--- config.mk ---
export PLATFORM = sky130hd
export DESIGN_NAME = ptm_to_us
export DESIGN_NICKNAME = d
export VERILOG_FILES = /design/src/rtl/core/ptm_to_us.sv
export SDC_FILE = /design/constraint.sdc
export NUM_CORES = 2
export LEC_CHECK = 0
export ABC_CLOCK_PERIOD_IN_PS = 76800
export BUFFER_PORTS_ARGS = -buffer_cell sky130_fd_sc_hd__buf_2
export CORE_MARGIN = 2
export CORE_UTILIZATION = 60
export DETAILED_ROUTE_END_ITERATION = 6
export GPL_TIMING_DRIVEN = 0
export PLACE_DENSITY = 0.77
export SYNTH_ARGS = -nofsm -noshare
export SYNTH_HDL_FRONTEND = slang
export SYNTH_SLANG_ARGS = --single-unit
--- constraint.sdc ---
create_clock -name vclk -period 76.8
set_input_delay 23.04 -clock vclk [all_inputs]
set_output_delay 23.04 -clock vclk [all_outputs]
set_load 0.03 [all_outputs]
--- src/rtl/core/ptm_to_us.sv ---
// ----------------------------------------------------------------------------
// ptm_to_us
// Converts a tick difference to microseconds with a Q32 reciprocal multiply.
// ----------------------------------------------------------------------------
`default_nettype none

module ptm_to_us (
  input  wire logic [63:0] delta,
  input  wire logic [31:0] q,
  output logic      [63:0] us
);

  logic [63:0] hi_prod;
  logic [63:0] lo_prod;

  // Upper half scales directly; lower half keeps only its integer part.
  assign hi_prod = 64'(delta[63:32]) * 64'(q);
  assign lo_prod = 64'(delta[31:0]) * 64'(q);
  assign us      = hi_prod + {32'd0, lo_prod[63:32]};

endmodule

`default_nettype wire

# Word-level counts from Yosys, hierarchy flattened
# Index checks and enable logic that the tools add are counted.
# totals
ff_bits,0
word_cells,3
# op_classes
add_sub_neg,1
mul,2
# ops
op,count
32-bit by 32-bit multiplier with 64-bit output,2
64-bit by 32-bit adder with 64-bit output,1

# Depth between registers and ports, before layout
# depth
word_depth,2
mapped_depth,54
mapped_depth_nobuf,51

# Least setup slack after synthesis
# No wires, ideal clock.
# synth_timing
kind,in2out
startpoint,in q[8]
endpoint,out us[63]
arrival_time_ns,36.662
path_slack_ns,17.098
path_stages,51
path_buffers,3
cell_sequence,clkbuf_1 clkbuf_1 nand2_1 fa_1 fa_1 fa_1 fa_1 inv_1 fa_1 fa_1 fa_1 inv_1 fa_1 inv_1 ha_1 a21oi_1 nand2_1 a221oi_1 [15 not listed] fa_1 inv_1 fa_1 inv_1 fa_1 inv_1 ha_1 buf_2 a21oi_1 o21ai_0 a21oi_1 nand3_1 a221oi_1 nand2_1 a41o_1 a21boi_1 o21ai_1 a211oi_1
# synth_via
elab_chain_len,2
elab_cells_between_ends,3
# synth_lines
item,line_no,source
start: declaration,9,"input wire logic [31:0] q,"
32-bit by 32-bit multiplier with 64-bit output (on tied branches),"17, 18",
64-bit by 32-bit adder with 64-bit output (*),19,"assign us = hi_prod + {32'd0, lo_prod[63:32]};"
end: declaration,10,output logic [63:0] us
# Mark *: on every way between the ends. The rest lies on a longest branch, timed or not.

# Worst setup path in the final report
# layout_timing
startpoint,in q[7]
endpoint,out us[58]
# Same word-level chain as after synthesis.

==> insert_results.sql <==
INSERT INTO impl_metrics (metric_group, metric, value, unit) VALUES
('critical_path', 'cp-end-kind', 'output port', ''),
('drt', 'detail_route.first_pass.iterations', '7', ''),
('layout', 'sequential_cell_total', '0', ''),
('timing', 'max_clock_freq', '0.0152', 'GHz'),
('synth', 'synth-seq-area-share', '0', ''),
('global_route', 'antenna_found_initial', '53', ''),
('critical_path', 'slowest_stage', 'sky130_fd_sc_hd__clkbuf_1', ''),
('layout', 'postLayoutCoreUtil', '0.629', ''),
('placement', 'place.detailed.hpwl', '220000', 'µm'),
('layout', 'nets', '9918', ''),
('drt', 'viasPerCell', '6.08', ''),
('drt', 'initialDrtViolationCount', '6112', ''),
('flow_run', 'max_cap_violations', '23', ''),
('floorplanning', 'initial_utilization', '0.605', ''),
('placement', 'placed_cells', '8887', ''),
('timing', 'fin_worst_hold_slack', '46.81', 'ns'),
('synth', 'number_of_instances_in_the_synthesized_netlist', '7342', ''),
('drt', 'drt_wl_total', '266000', 'µm'),
('floorplanning', 'num_rows', '121', ''),
('layout', 'synthToLayoutAreaGrowth', '3.99', '%'),
('floorplanning', 'placeableCoreArea', '109000', 'µm²'),
('global_route', 'overflow', '0', ''),
('synth', 'yosysWarningCount', '0', ''),
('placement', 'numPortBuffers', '128', ''),
('global_route', 'first_global_vias', '57200', ''),
('timing', 'max_slew_margin', '-0.122', ''),
('synth', 'synth.area.top_cells', 'sky130_fd_sc_hd__fa_1 (56%), sky130_fd_sc_hd__inv_1 (10%), sky130_fd_sc_hd__ha_1 (10%), sky130_fd_sc_hd__and2_1 (8.3%), sky130_fd_sc_hd__nand2_1 (7.2%)', ''),
('floorplanning', 'boundaryPins', '160', ''),
('critical_path', 'required', '53.76', 'ns'),
('placement', 'place.gp.congestion', '1.14', ''),
('critical_path', 'cpMostUsedCell', 'sky130_fd_sc_hd__fa_1', ''),
('layout', 'total_of_clock_buffers_placed_in_the_layout', '0', ''),
('timing', 'slew_viol_final', '204', ''),
('synth', 'cell_taking_the_most_area_after_synthesis', 'sky130_fd_sc_hd__fa_1', ''),
('timing', 'final.setup.tns', '0', 'ns'),
('drt', 'drt_drc_violations_left', '9', ''),
('synth', 'netlist.area_leader.share', '0.555', ''),
('floorplanning', 'fp.dieArea', '112000', 'µm²'),
('critical_path', 'setup.worst_path.class', 'input pin to output port', ''),
('floorplanning', 'fp.dieW', '335', 'µm'),
('global_route', 'grt_start_max_net_pins', '11', ''),
('layout', 'instances_no_fill', '8949', ''),
('critical_path', 'worst_path_max_stage_delay', '1.23', 'ns'),
('synth', 'synthDistinctLibCells', '67', ''),
('drt', 'routed_wire_length_per_instance', '29.8', 'µm'),
('synth', 'syn_avg_cell_area', '8.95', 'µm²'),
('synth', 'syn-cell-area', '65700', 'µm²'),
('synth', 'syn_nets', '9784', ''),
('timing', 'post-route-min-period', '65.87', 'ns'),
('timing', 'hold_violations', '0', ''),
('timing', 'timing.final.setup_violations', '0', ''),
('critical_path', 'highest_fanout_seen_on_the_critical_path', '11', ''),
('global_route', 'grt.total_usage', '0.491', ''),
('drt', 'routed-via-count', '54400', ''),
('floorplanning', 'die-height', '335', 'µm'),
('run_status', 'run_status', 'finished with violations', ''),
('worst_hold_path', 'worst_hold_path_type', 'input pin to output port', ''),
('drt', 'antenna_violating_nets_post_route', '0', ''),
('layout', 'final-seq-area', '0', 'µm²'),
('timing', 'timing_worst_slew_pin_value', '1.68', 'ns'),
('critical_path', 'startpoint_class', 'input pin', ''),
('layout', 'layout-drive-gt1-share', '0.0241', ''),
('run_status', 'violations_in_the_final_reports', 'design-rule violations, max-capacitance violations, max-slew violations', ''),
('timing', 'setup_repair_after_global_routing_missed_its_margin', 'false', ''),
('critical_path', 'arrival', '42.83', 'ns'),
('timing', 'final.period_utilization', '0.858', ''),
('global_route', 'grt_first_pass_wirelength', '387000', 'µm'),
('cts', 'cts_resized', '0', ''),
('cts', 'hold_buffers', '0', ''),
('cts', 'cts_setup_buffers', '0', '');
## through the flow
stage | cell area (µm²) | worst slack, ns
2_1_floorplan | 65700 | 17.10
3_3_place_gp | 68100 | 11.28
3_5_place_dp | 68200 | 12.10
4_1_cts | 68200 | 12.01
5_1_grt | 68200 | 11.20
6_report | 68300 | 10.93
## worst paths after layout
kind / from / endpoint / cells after the start
setup / recovery: q[7] / us[58] / 51
hold / removal: delta[32] / us[0] / 4
## critical path, delay by kind of cell
family	cells	cell delay, ns
AO/OA/AOI/OAI	10	3.42
XOR/XNOR	2	0.74
adder cells (fa/ha/maj)	18	8.89
buffers and inverters	13	3.30
AND/OR/NAND/NOR	8	3.35
## cell families after synthesis
family | count (synthesis) | share of synthesized area
adder cells (fa/ha/maj) | 2346 | 0.655
AND/OR/NAND/NOR | 2307 | 0.169
buffers and inverters | 2268 | 0.130
AO/OA/AOI/OAI | 330 | 0.0339
XOR/XNOR | 90 | 0.0120
multiplexers | 1 | 0.000152
## synth_stat cells (3+ instances only)
master and count:
sky130_fd_sc_hd__a2111oi_0 4, sky130_fd_sc_hd__nand4_1 24, sky130_fd_sc_hd__o221ai_1 3, sky130_fd_sc_hd__buf_1 33, sky130_fd_sc_hd__o21bai_1 17, sky130_fd_sc_hd__clkbuf_1 398, sky130_fd_sc_hd__fa_1 1823, sky130_fd_sc_hd__a221oi_1 6
sky130_fd_sc_hd__a21o_1 71, sky130_fd_sc_hd__ha_1 523, sky130_fd_sc_hd__nand3_1 21, sky130_fd_sc_hd__buf_2 9, sky130_fd_sc_hd__xnor2_1 58, sky130_fd_sc_hd__xor2_1 32, sky130_fd_sc_hd__nand2b_1 3, sky130_fd_sc_hd__and3_1 22
sky130_fd_sc_hd__o21ai_1 4, sky130_fd_sc_hd__a31oi_1 13, sky130_fd_sc_hd__nor2b_1 9, sky130_fd_sc_hd__inv_1 1826, sky130_fd_sc_hd__nand2_1 1256, sky130_fd_sc_hd__o211ai_1 10, sky130_fd_sc_hd__nor3_1 17, sky130_fd_sc_hd__o21ai_0 42
sky130_fd_sc_hd__and2_1 869, sky130_fd_sc_hd__or3_1 4, sky130_fd_sc_hd__o31ai_1 6, sky130_fd_sc_hd__or2_2 3, sky130_fd_sc_hd__nor2_1 62, sky130_fd_sc_hd__a21oi_1 103, sky130_fd_sc_hd__a211oi_1 10, sky130_fd_sc_hd__o21a_1 12
sky130_fd_sc_hd__nor4_1 3
## layout by cell type (no fill, tap or decap), drive strengths merged, types with 3 or more instances in the layout
cell     instances
inv           1826
a221oi           8
o21bai          17
ha             523
o221ai           3
fa            1823
a211oi          11
nor4             4
xnor2           58
nand4           25
or2              3
and3            23
diode           61
a31oi           14
a21o            72
nor3            17
a21oi          104
or3              4
clkbuf         400
o211ai          12
nor2            62
and4             3
o31ai            6
o311ai           3
o21ai           46
o21a            12
nand3           21
a2111oi          4
buf            174
xor2            32
nand2         1257
nand2b           3
and2           869
nor2b            9
## area by class of cell
class                           instances  area (µm²)
Antenna cell                           61         153
Multi-Input combinational cell       5074       57200
Timing Repair Buffer                  132         683
Inverter                             1826        6850
Fill cell                            9507       40400
Buffer                                442        1690
Tap cell                             1414        1770
## per-layer routing
layer,up-vias,wire [µm],share of wire,track usage
li1,21300,-,-,-
met1,27400,86900,0.33,0.574
met2,4343,110000,0.41,0.693
met3,1383,40700,0.15,0.223
met4,20,28700,0.11,0.400
met5,-,148,0.00056,0
