--- src/rtl/core/ptm_pkg.sv ---
// ----------------------------------------------------------------------------
// ptm_pkg
// Shared types and constants for the present timing monitor.
// ----------------------------------------------------------------------------
`default_nettype none

package ptm_pkg;

  // Event codes carried in the func field.
  localparam logic [2:0] FN_ACQ_BEGIN = 3'd0;
  localparam logic [2:0] FN_ACQ_END   = 3'd1;
  localparam logic [2:0] FN_SUBMIT    = 3'd2;
  localparam logic [2:0] FN_FENCE     = 3'd3;
  localparam logic [2:0] FN_SYNC_WAIT = 3'd4;
  localparam logic [2:0] FN_PRESENT   = 3'd5;
  localparam logic [2:0] FN_CLEAR     = 3'd6;
  localparam logic [2:0] FN_READ      = 3'd7;

  // Configuration register indexes.
  localparam logic [1:0] REG_EXPECTED  = 2'd0;
  localparam logic [1:0] REG_TOLERANCE = 2'd1;
  localparam logic [1:0] REG_US_PER_TK = 2'd2;

  localparam logic [31:0] US_PER_TICK_RESET = 32'd223696213;

  // Event counter slots.
  localparam int NUM_COUNTERS = 7;
  localparam logic [2:0] CNT_ACQ     = 3'd0;
  localparam logic [2:0] CNT_SUBMIT  = 3'd1;
  localparam logic [2:0] CNT_FENCE   = 3'd2;
  localparam logic [2:0] CNT_SYNC    = 3'd3;
  localparam logic [2:0] CNT_PRESENT = 3'd4;
  localparam logic [2:0] CNT_FAULT   = 3'd5;
  localparam logic [2:0] CNT_OUTLIER = 3'd6;

  // Statistic slots.
  localparam int NUM_STATS = 5;
  localparam logic [2:0] ST_INTERVAL    = 3'd0;
  localparam logic [2:0] ST_ACQ_BLOCK   = 3'd1;
  localparam logic [2:0] ST_ACQ_TO_PRES = 3'd2;
  localparam logic [2:0] ST_SUB_TO_PRES = 3'd3;
  localparam logic [2:0] ST_SYNC        = 3'd4;

  // Read select map.
  localparam logic [6:0] SEL_HELD_MASK  = 7'd7;
  localparam logic [6:0] SEL_LAST_INDEX = 7'd8;
  localparam logic [6:0] SEL_STAT_BASE  = 7'd16;
  localparam logic [6:0] SEL_STAT_END   = 7'd36;
  localparam logic [6:0] SEL_HIST_BASE  = 7'd64;

  localparam logic [1:0] FLD_COUNT = 2'd0;
  localparam logic [1:0] FLD_SUM   = 2'd1;
  localparam logic [1:0] FLD_MIN   = 2'd2;
  localparam logic [1:0] FLD_MAX   = 2'd3;

  typedef struct packed {
    logic [2:0]         func;
    logic [63:0]        tick;
    logic [63:0]        start_tick;
    logic signed [31:0] tex_slot;
    logic [6:0]         read_select;
  } in_t;

  typedef struct packed {
    logic [63:0] read_data;
    logic [63:0] interval_us;
    logic        outlier_seen;
    logic        fault_seen;
  } out_t;

  typedef struct packed {
    logic [31:0] count;
    logic [63:0] sum;
    logic [63:0] min;
    logic [63:0] max;
  } stat_t;

endpackage

`default_nettype wire

--- src/rtl/core/ptm_stat.sv ---
// ----------------------------------------------------------------------------
// ptm_stat
// One min/max/sum/count statistic slot.
// ----------------------------------------------------------------------------
`default_nettype none

module ptm_stat
  import ptm_pkg::*;
(
  input  wire logic        clk,
  input  wire logic        rst,
  input  wire logic        clear,
  input  wire logic        add,
  input  wire logic [63:0] value,
  output stat_t            stat
);

  // A zero count restarts the extremes with the new sample.
  always_ff @(posedge clk) begin
    if (rst || clear) begin
      stat <= '0;
    end else if (add) begin
      if (stat.count == 32'd0) begin
        stat.min <= value;
        stat.max <= value;
      end else begin
        if (value < stat.min) stat.min <= value;
        if (value > stat.max) stat.max <= value;
      end
      stat.sum   <= stat.sum + value;
      stat.count <= stat.count + 32'd1;
    end
  end

endmodule

`default_nettype wire
--- config.mk ---
export PLATFORM = sky130hd
export DESIGN_NAME = ptm_stat
export DESIGN_NICKNAME = d
export VERILOG_FILES = /design/src/rtl/core/ptm_pkg.sv /design/src/rtl/core/ptm_stat.sv
export SDC_FILE = /design/constraint.sdc
export NUM_CORES = 1
export LEC_CHECK = 0
export ABC_AREA = 1
export BUFFER_PORTS_ARGS = -buffer_cell sky130_fd_sc_hd__buf_2
export CELL_PAD_IN_SITES_DETAIL_PLACEMENT = 1
export CELL_PAD_IN_SITES_GLOBAL_PLACEMENT = 1
export CORE_MARGIN = 10
export CORE_UTILIZATION = 39
export DETAILED_ROUTE_END_ITERATION = 8
export HOLD_SLACK_MARGIN = 0.08
export PLACE_DENSITY_LB_ADDON = 0.1
export SLEW_MARGIN = 20
export SYNTH_ARGS = -nofsm -noshare
export SYNTH_HDL_FRONTEND = slang
export SYNTH_SLANG_ARGS = --single-unit
--- constraint.sdc ---
create_clock -name clk -period 5.35 [get_ports clk]
set_input_delay 0.2675 -clock clk [delete_from_list [all_inputs] [get_ports clk]]
set_output_delay 0.2675 -clock clk [all_outputs]
set_load 0.02 [all_outputs]
# == Yosys cells after proc, flatten, opt, wreduce, memory -nomap -nowiden ==
# Index checks and enable logic that the tools add are counted.
# op_classes
n_addsub,2
order_cmp,2
n_mux,3
n_reduce_logical,6
# op_table
operator,n
$mux 128,1
$mux 64,2
$add 64x64->64,1
$gt 64x64->1,1
$lt 64x64->1,1
$add 32x1->32 const B,1
$logic_not 32->1,1
$reduce_and 2->1,2
$reduce_bool 2->1,2
$logic_or 1x1->1,1
# word_totals
regBits,224
input_bits,68
out_inout_bits,224
word_cells,17

# == Logic depth before layout (Yosys ltp) ==
# Gate-level depths: netlist of run 1.
# logic_depth
depth_word,3
mapped_depth,22
depth_no_buf,20

# == Least setup slack after synthesis of run 1 ==
# No wires, ideal clock.
# synth_timing
path_kind,register -> register
from,register stat[128] (netlist bit)
to,register stat[180] (netlist bit)
setup_ns,0.109
t_arrival_ns,2.018
t_required_ns,5.241
setup_slack_ns,3.223
path_stages_with_launch,16
path_buffers,0
period_less_slack_ns,2.127
path_cell_list,dfxtp_1 > ha_1 > fa_1 > nand3_1 > nand2_1 > nand2_1 > nand2_1 > nand2_1 > nand2_1 > a21oi_1 > or2_1 > nand2_1 > nand2_1 > nand3_1 > nand2_1 > inv_1
# synth_via
elab_chain_cells,1
# synth_lines
item,line,text
start: declaration,ptm_stat.sv:15,output stat_t stat
$add 64x64->64,ptm_stat.sv:30,stat.sum <= stat.sum + value;
# Every way passes these cells.
# A chain may end at the register's enable or synchronous reset.

# == Worst setup path in the final report of run 1 ==
# layout_timing
from,register stat[11] (netlist bit)
to,register stat[19] (netlist bit)
# layout_via
elab_chain_cells,3
# layout_lines
item,line,text
$gt 64x64->1,ptm_stat.sv:28,if (value > stat.max) stat.max <= value;
$reduce_bool 2->1 (no line),n/a,
$reduce_and 2->1 (no line),n/a,
# Every way passes these cells.

==> flow_summary_export.csv, run 1 <==
group,metric,value,unit
drt,wl_per_cell,20.15,um
cts,cts_buffers,29,
status,outcome,"complete, no violations",
cts,cts_tree,"done",
yosys,postSynthAreaPerCell,6.171,um^2
sta,slew_headroom,26.51,%
min_path,min_delay_path_depth,5,
worst_setup_path,path_class,"reg -> reg",
global_route,grt_max_degree,133,
yosys,synth_xor_area_share,1.183,%
sta,tightestPinTransition,1.102,ns
pwr,power_density,244.7,mW/mm^2
yosys,netlist_instances,2880,
yosys,muxShareOfSynthArea,0,%
global_route,track_usage,26.41,%
drt,viasPerCell,5.277,
drt,wl,75330,um
yosys,synth-simple-area-share,31.66,%
sta,finalHoldViolCount,0,
worst_setup_path,cp_max_fo,94,
placed_design,hpwl,60650,um
job,cap_viol_max_count,0,
cts,insertion_delay,0.59,ns
worst_setup_path,crit_path_end_kind,"register",
sta,fmax,267.3,MHz
cts,clock-root-buffer,"clkbuf_16",
yosys,synth_top_family_by_area,"simple AND/OR/NAND/NOR gates",
die,die-area,0.05451,mm^2
drt,detail-route-antenna-nets,0,
layout,drive_gt1_share,11.47,%
cts,clk_pin_slew_worst_paths,0.06,ns
sta,rsz0062_at_grt,"no",
global_route,antenna_found_initial,0,
worst_setup_path,startpoint_type,"register",
cts,clockBufferDepth,3,
worst_setup_path,r2r_cells,16,
sta,period_share,69.92,%
die,pin_count,292,
yosys,synth-edff-count,0,
placed_design,io_buffer_count,291,
layout,top_regs,"stat: 224 flops",
layout,finalNonFillerCells,3739,
yosys,syn-num-nets,3141,
placed_design,dpl_cell_area,0.01952,mm^2
yosys,synth_adder_area_share,13.63,%
drt,dr.pass1.iters,5,
worst_setup_path,required,5.82,ns
layout,fin_area,0.02047,mm^2
global_route,grt_pass1_vias,19940,
drt,drc,0,
sta,final.setup.tns,0,ns
yosys,synth_cell_type_count,39,
yosys,netlist_area,0.01777,mm^2
die,die_h,233.5,um
global_route,gr-total-overflow,0,
die,start_util,39.33,%
cts,postCtsResizedCells,0,
sta,finalCriticalPeriod,3.741,ns
cts,holdBufCountCts,0,
die,core-area,0.04519,mm^2
yosys,synth-compound-area-share,14.40,%
yosys,ys_ff_latch,224,
worst_setup_path,cp.arrival,4.21,ns
layout,largest_reg_flops,224,
layout,fillers,6309,
cts,cts_sinks,224,
layout,regMostFlops,"stat",
sta,final_max_slew_viol_count,0,
layout,nNetsFinal,3378,
drt,vias,19730,
pwr,p_leak,0.01053,uW
min_path,min_path_type,"in -> reg",
pwr,ir_drop,0.0002260,V
cts,cts_max_level,1,
layout,utilization,45.30,%
yosys,synth-seq-area-share,25.23,%
placed_design,gp_congestion,0.9457,
placed_design,post-place-cells,3685,
sta,setup_violations,0,
yosys,async_flop_share,0,%
yosys,yosys_most_used_dff,"dfxtp_1",
drt,drtIter0Drc,1352,
cts,post_cts_buffers,0,
die,num_rows,78,
die,fp.dieW,233.5,um
yosys,yosysWarningCount,0,
global_route,grt_pass1_wl,113900,um
layout,area_growth,15.16,%
sta,skew,0.02034,ns
layout make-up:
cell class | instances | area, um^2 | share of cell area [%]
well taps | 600 | 750.7 | 3.668
clock inverters | 8 | 52.55 | 0.2568
repair buffers | 300 | 1567 | 7.654
diodes | 1 | 2.502 | 0.01223
clock buffers | 44 | 852.1 | 4.163
multi-input cells | 2053 | 10850 | 53.00
flip-flops and latches | 224 | 4484 | 21.91
inverters | 509 | 1911 | 9.335
per-layer routing:
metal,part of all wire [%],up-vias,global-route usage [%]
met1,46,9543,35.43
li1,-,9673,-
met4,2.0,0,6.047
met5,0,-,0
met2,46,434,44.41
met3,5.4,82,3.155
cells in the final DEF, fill, tap and decap left out, drive strengths merged:
| cell type | instances |
|---|---|
| o221ai | 7 |
| o211ai | 8 |
| a31oi | 4 |
| clkbuf | 44 |
| xor2 | 17 |
| o21ai | 126 |
| nor3 | 33 |
| nand3 | 243 |
| o21a | 11 |
| o21bai | 11 |
| clkinv | 6 |
| nand2 | 561 |
| nor4 | 19 |
| diode | 1 |
| nor3b | 2 |
| a221oi | 2 |
| nand4 | 23 |
| clkinvlp | 2 |
| xnor2 | 7 |
| buf | 300 |
| inv | 509 |
| nor2 | 462 |
| a21o | 6 |
| fa | 1 |
| dfxtp | 224 |
| o211a | 1 |
| ha | 192 |
| or2 | 2 |
| a21boi | 3 |
| a21oi | 304 |
| nand3b | 8 |
worst max-delay path: stages (launching register included):
cell     delay (ns)
dfxtp_1        0.37
inv_1          0.07
ha_1           0.31
nand4_1        0.12
nor3_1         0.55
nand2_1        0.11
nand2_1        0.13
nand2_1        0.07
nand2_1        0.09
nand2_1        0.05
nand2_1        0.06
nand2_1        0.08
nand2_4        0.80
buf_4          0.49
nand3_1        0.12
nand2_1        0.12
nor2_1         0.05
synthesized netlist by cell type, types with 3 or more instances:
cell        n  area (um^2)
nand2_1   559         2098
nor4_1     19        118.9
a31oi_1     4        25.02
nand3_1   241         1206
clkbuf_1   53        198.9
buf_6      26        292.8
o21ai_0   120        600.6
o21a_1     11        82.58
nand4_1    23        143.9
nor2_1    458         1719
inv_1     505         1896
buf_1      12        45.04
a21o_1      6        45.04
inv_2       3        11.26
o21bai_1   11        82.58
o221ai_1    7        61.31
a21boi_0    3        22.52
a21oi_1   304         1521
nor3_1     30        150.1
xnor2_1     7        61.31
buf_4       3        22.52
ha_1      192         2402
nand3b_1    8        60.06
o211ai_1    8        60.06
dfxtp_1   224         4484
o21ai_1     6        30.03
xor2_1     17        148.9
final timing paths:
check	from	slack [ns]	end
min	value[55]	0.10	stat[55]$_SDFFE_PP0P_
min reg2reg	stat[128]$_SDFFE_PP0P_	0.49	stat[128]$_SDFFE_PP0P_
max reg2reg	stat[11]$_SDFFE_PP0P_	1.61	stat[19]$_SDFFE_PP0P_
max	stat[11]$_SDFFE_PP0P_	1.61	stat[19]$_SDFFE_PP0P_
per-stage QoR:
step | hold WS, ns | total power, uW | worst slack (ns)
2_1_floorplan | 0.4984 | 2678 | 3.223
3_3_place_gp | 0.4662 | 3073 | 1.656
3_5_place_dp | 0.4827 | 3116 | 1.536
4_1_cts | 0.08143 | 5039 | 1.525
5_1_grt | 0.1261 | 5261 | 1.238
6_report | 0.1004 | 5008 | 1.609
power by group:
group	internal, uW	total, uW	switching [uW]	leakage, uW
logic	404	1280	874	0.00826
clock network	1090	1910	822	0.000442
registers	1740	1820	74.9	0.00183
kinds of logic after synthesis:
family	after synthesis
DFF	224
buffers and inverters	603
adders and majority gates	193
AOI/OAI and AO/OA	483
and+or+nand+nor	1353
xor gates and xnor gates	24
Power figures use the tool's default switching activity.
==> run 2, diff against run 1 <==
Settings changed: CORE_UTILIZATION 39 to 36.
Clock period 5.35 ns to 3.02 ns, I/O delays scaled along.
==> run 2 against run 1 <==
Compared with the run above:
- critical path type unchanged
- die area grew 7.6%
- sequential share of layout area shrank 0.94 points
- fmax grew 38%
- largest cell class unchanged
- flip-flop and latch count is the same
- sequential power grew 76%
- largest power group unchanged
- core utilization shrank 1.5 points
- worst setup slack lost 1.3 ns
- first-iteration DRC count shrank 29%
- cell count grew 3.8%
- clock power grew 90%
==> flow_summary_export.csv, run 2 (synthesis results as in run 1) <==
group,metric,value,unit
min_path,min_path_type,"in -> reg",
sta,tightestPinTransition,0.9981,ns
placed_design,hpwl,60490,um
die,core-area,0.04885,mm^2
layout,area_growth,20.35,%
global_route,antenna_found_initial,1,
sta,setup_violations,0,
drt,viasPerCell,5.133,
cts,postCtsResizedCells,0,
worst_setup_path,regToRegSetupSlack,0.32,ns
layout,nNetsFinal,3454,
placed_design,gp_congestion,0.9385,
global_route,grt_pass1_wl,116400,um
cts,cts_tree,"done",
die,pin_count,292,
drt,wl,76110,um
layout,most-common-layout-cells,"nand2_1, inv_1, nor2_1",
layout,regMostFlops,"stat",
cts,insertion_delay,0.59,ns
drt,vias,19920,
placed_design,io_buffer_count,291,
global_route,grt_max_degree,204,
layout,finalNonFillerCells,3880,
sta,finalHoldViolCount,0,
min_path,min_delay_path_depth,6,
layout,mostFrequentLayoutCell,"nand2_1",
worst_setup_path,crit_chain,"ha_1 -> nand2_1 -> o21ai_0 -> a21oi_1 -> nand2_1 -> nand3b_1 -> nand3_1 -> nand3_1 -> nand2_1 -> inv_1",
sta,finalCriticalPeriod,2.703,ns
cts,clock-root-buffer,"clkbuf_16",
global_route,track_usage,24.88,%
sta,period_share,89.49,%
pwr,ir_drop,0.0004071,V
die,fp.dieW,242.2,um
sta,final_max_slew_viol_count,0,
layout,regArea,0.004484,mm^2
sta,fmax,370.0,MHz
sta,final.setup.tns,0,ns
worst_setup_path,max_stage_delay,0.50,ns
drt,detail-route-antenna-nets,0,
worst_setup_path,path_class,"reg -> reg",
worst_setup_path,cp_slowest_cell,"o21ai_0",
min_path,hold_start,"value[61]",
cts,clockBufferDepth,3,
drt,dr.pass1.iters,6,
worst_setup_path,crit_path_end_kind,"register",
min_path,whs_endpoint,"stat[61]$_SDFFE_PP0P_",
die,num_rows,81,
worst_setup_path,required,3.51,ns
layout,top_regs,"stat: 224 flops",
cts,cts_sinks,224,
pwr,p_leak,0.01092,uW
worst_setup_path,r2r_end,"stat[184]$_SDFFE_PP0P_",
sta,rsz0062_at_grt,"no",
worst_setup_path,cp.arrival,3.19,ns
worst_setup_path,startpoint_type,"register",
worst_setup_path,crit_family,"simple AND/OR/NAND/NOR gates",
sta,skew,0.02140,ns
layout,multi_input_area,0.01084,mm^2
global_route,grt_pass1_vias,20380,
cts,cts_buffers,30,
pwr,power_density,428.9,mW/mm^2
layout,antenna_cells,0,
pwr,p_total,9175,uW
die,die_h,242.2,um
cts,clk_pin_slew_worst_paths,0.07,ns
die,start_util,36.38,%
drt,wl_per_cell,19.62,um
status,outcome,"complete, no violations",
worst_setup_path,cp_max_fo,5,
sta,slew_headroom,33.46,%
worst_setup_path,r2r_start,"stat[146]$_SDFFE_PP0P_",
layout,fillers,6688,
layout,drive_gt1_share,11.66,%
job,cap_viol_max_count,0,
layout,largest_reg_flops,224,
worst_setup_path,worst-path-buf-inv,1,
worst_setup_path,critPathMostFrequentCell,"nand2_1",
cts,cts_max_level,1,
placed_design,dp_worst_setup_slack,0.3374,ns
drt,drc,0,
drt,drtIter0Drc,966,
placed_design,post-place-cells,3761,
sta,fin_ws,0.3173,ns
die,die-area,0.05866,mm^2
global_route,gr-total-overflow,0,
worst_setup_path,r2r_cells,10,
## run 2: cell count changes in the layout (fill, tap and decap cells not counted), sizes merged
cell | previous run | this run
clkinv | 6 | 12
buf | 300 | 311
dlygate4sd3 | 0 | 64
bufinv | 0 | 2
clkinvlp | 2 | 0
clkbuf | 44 | 42
diode | 1 | 0
inv | 509 | 508
## run 2: area by class of cell
| cell class | instances | share of cell area, % |
|---|---|---|
| sequential | 224 | 20.97 |
| clock inverter | 13 | 0.6259 |
| multi-input combinational | 2053 | 50.68 |
| clock buffer | 42 | 3.954 |
| tap | 664 | 3.884 |
| inverter | 509 | 8.932 |
| timing repair buffer | 375 | 10.96 |
## run 2: layer usage
layer | global-route usage, % | part of all wire [%] | up-vias | wire length, um
met3 | 4.023 | 5.2 | 112 | 3979
met5 | 0 | 0.022 | - | 17
met4 | 6.677 | 2.7 | 2 | 2059
met1 | 32.27 | 46 | 9560 | 35020
li1 | - | - | 9831 | -
met2 | 41.96 | 46 | 410 | 35040
## run 2: worst register-to-register path: stages (launching register included)
cell and delay (ns):
dfxtp_1 0.36, ha_1 0.42, nand2_1 0.23, o21ai_0 0.50
a21oi_1 0.22, nand2_1 0.30, nand3b_1 0.22, nand3_1 0.15
nand3_1 0.09, nand2_1 0.08, inv_1 0.03
## run 2: worst max-delay path by stage
stage / startpoint / to / slack (ns) / depth (start not counted)
floorplan: stat[128]$_SDFFE_PP0P_ / stat[180]$_SDFFE_PP0P_ / 0.89 / 15
global placement: stat[146]$_SDFFE_PP0P_ / stat[184]$_SDFFE_PP0P_ / 0.38 / 10
detailed placement: stat[69]$_SDFFE_PP0P_ / stat[72]$_SDFFE_PP0P_ / 0.34 / 17
CTS: stat[69]$_SDFFE_PP0P_ / stat[96]$_SDFFE_PP0P_ / 0.30 / 17
global route: stat[69]$_SDFFE_PP0P_ / stat[77]$_SDFFE_PP0P_ / 0.12 / 17
finish: stat[146]$_SDFFE_PP0P_ / stat[184]$_SDFFE_PP0P_ / 0.32 / 10
## run 2: power breakdown
group / switching (uW) / internal, uW
registers: 124 / 3090
clock network: 1500 / 2120
logic: 1560 / 785
total: 3190 / 5990
## run 2: timing repair
| action | 4_1_cts | 5_1_grt |
|---|---|---|
| buffers inserted | 0 | 0 |
| hold buffers | 64 | 0 |
| hold endpoints to repair | 144 | 0 |
## run 2: per-stage QoR
| stage | instance area, um^2 | hold WS, ns | util (%) |
|---|---|---|---|
| 5_1_grt | 21390 | 0.2140 | 43.79 |
| 3_3_place_gp | 19770 | 0.4655 | 40.47 |
| 6_report | 21390 | 0.1932 | 43.79 |
| 3_5_place_dp | 19770 | 0.4812 | 40.47 |
| 2_1_floorplan | 17770 | 0.3819 | - |
| 4_1_cts | 21390 | 0.1472 | 43.79 |
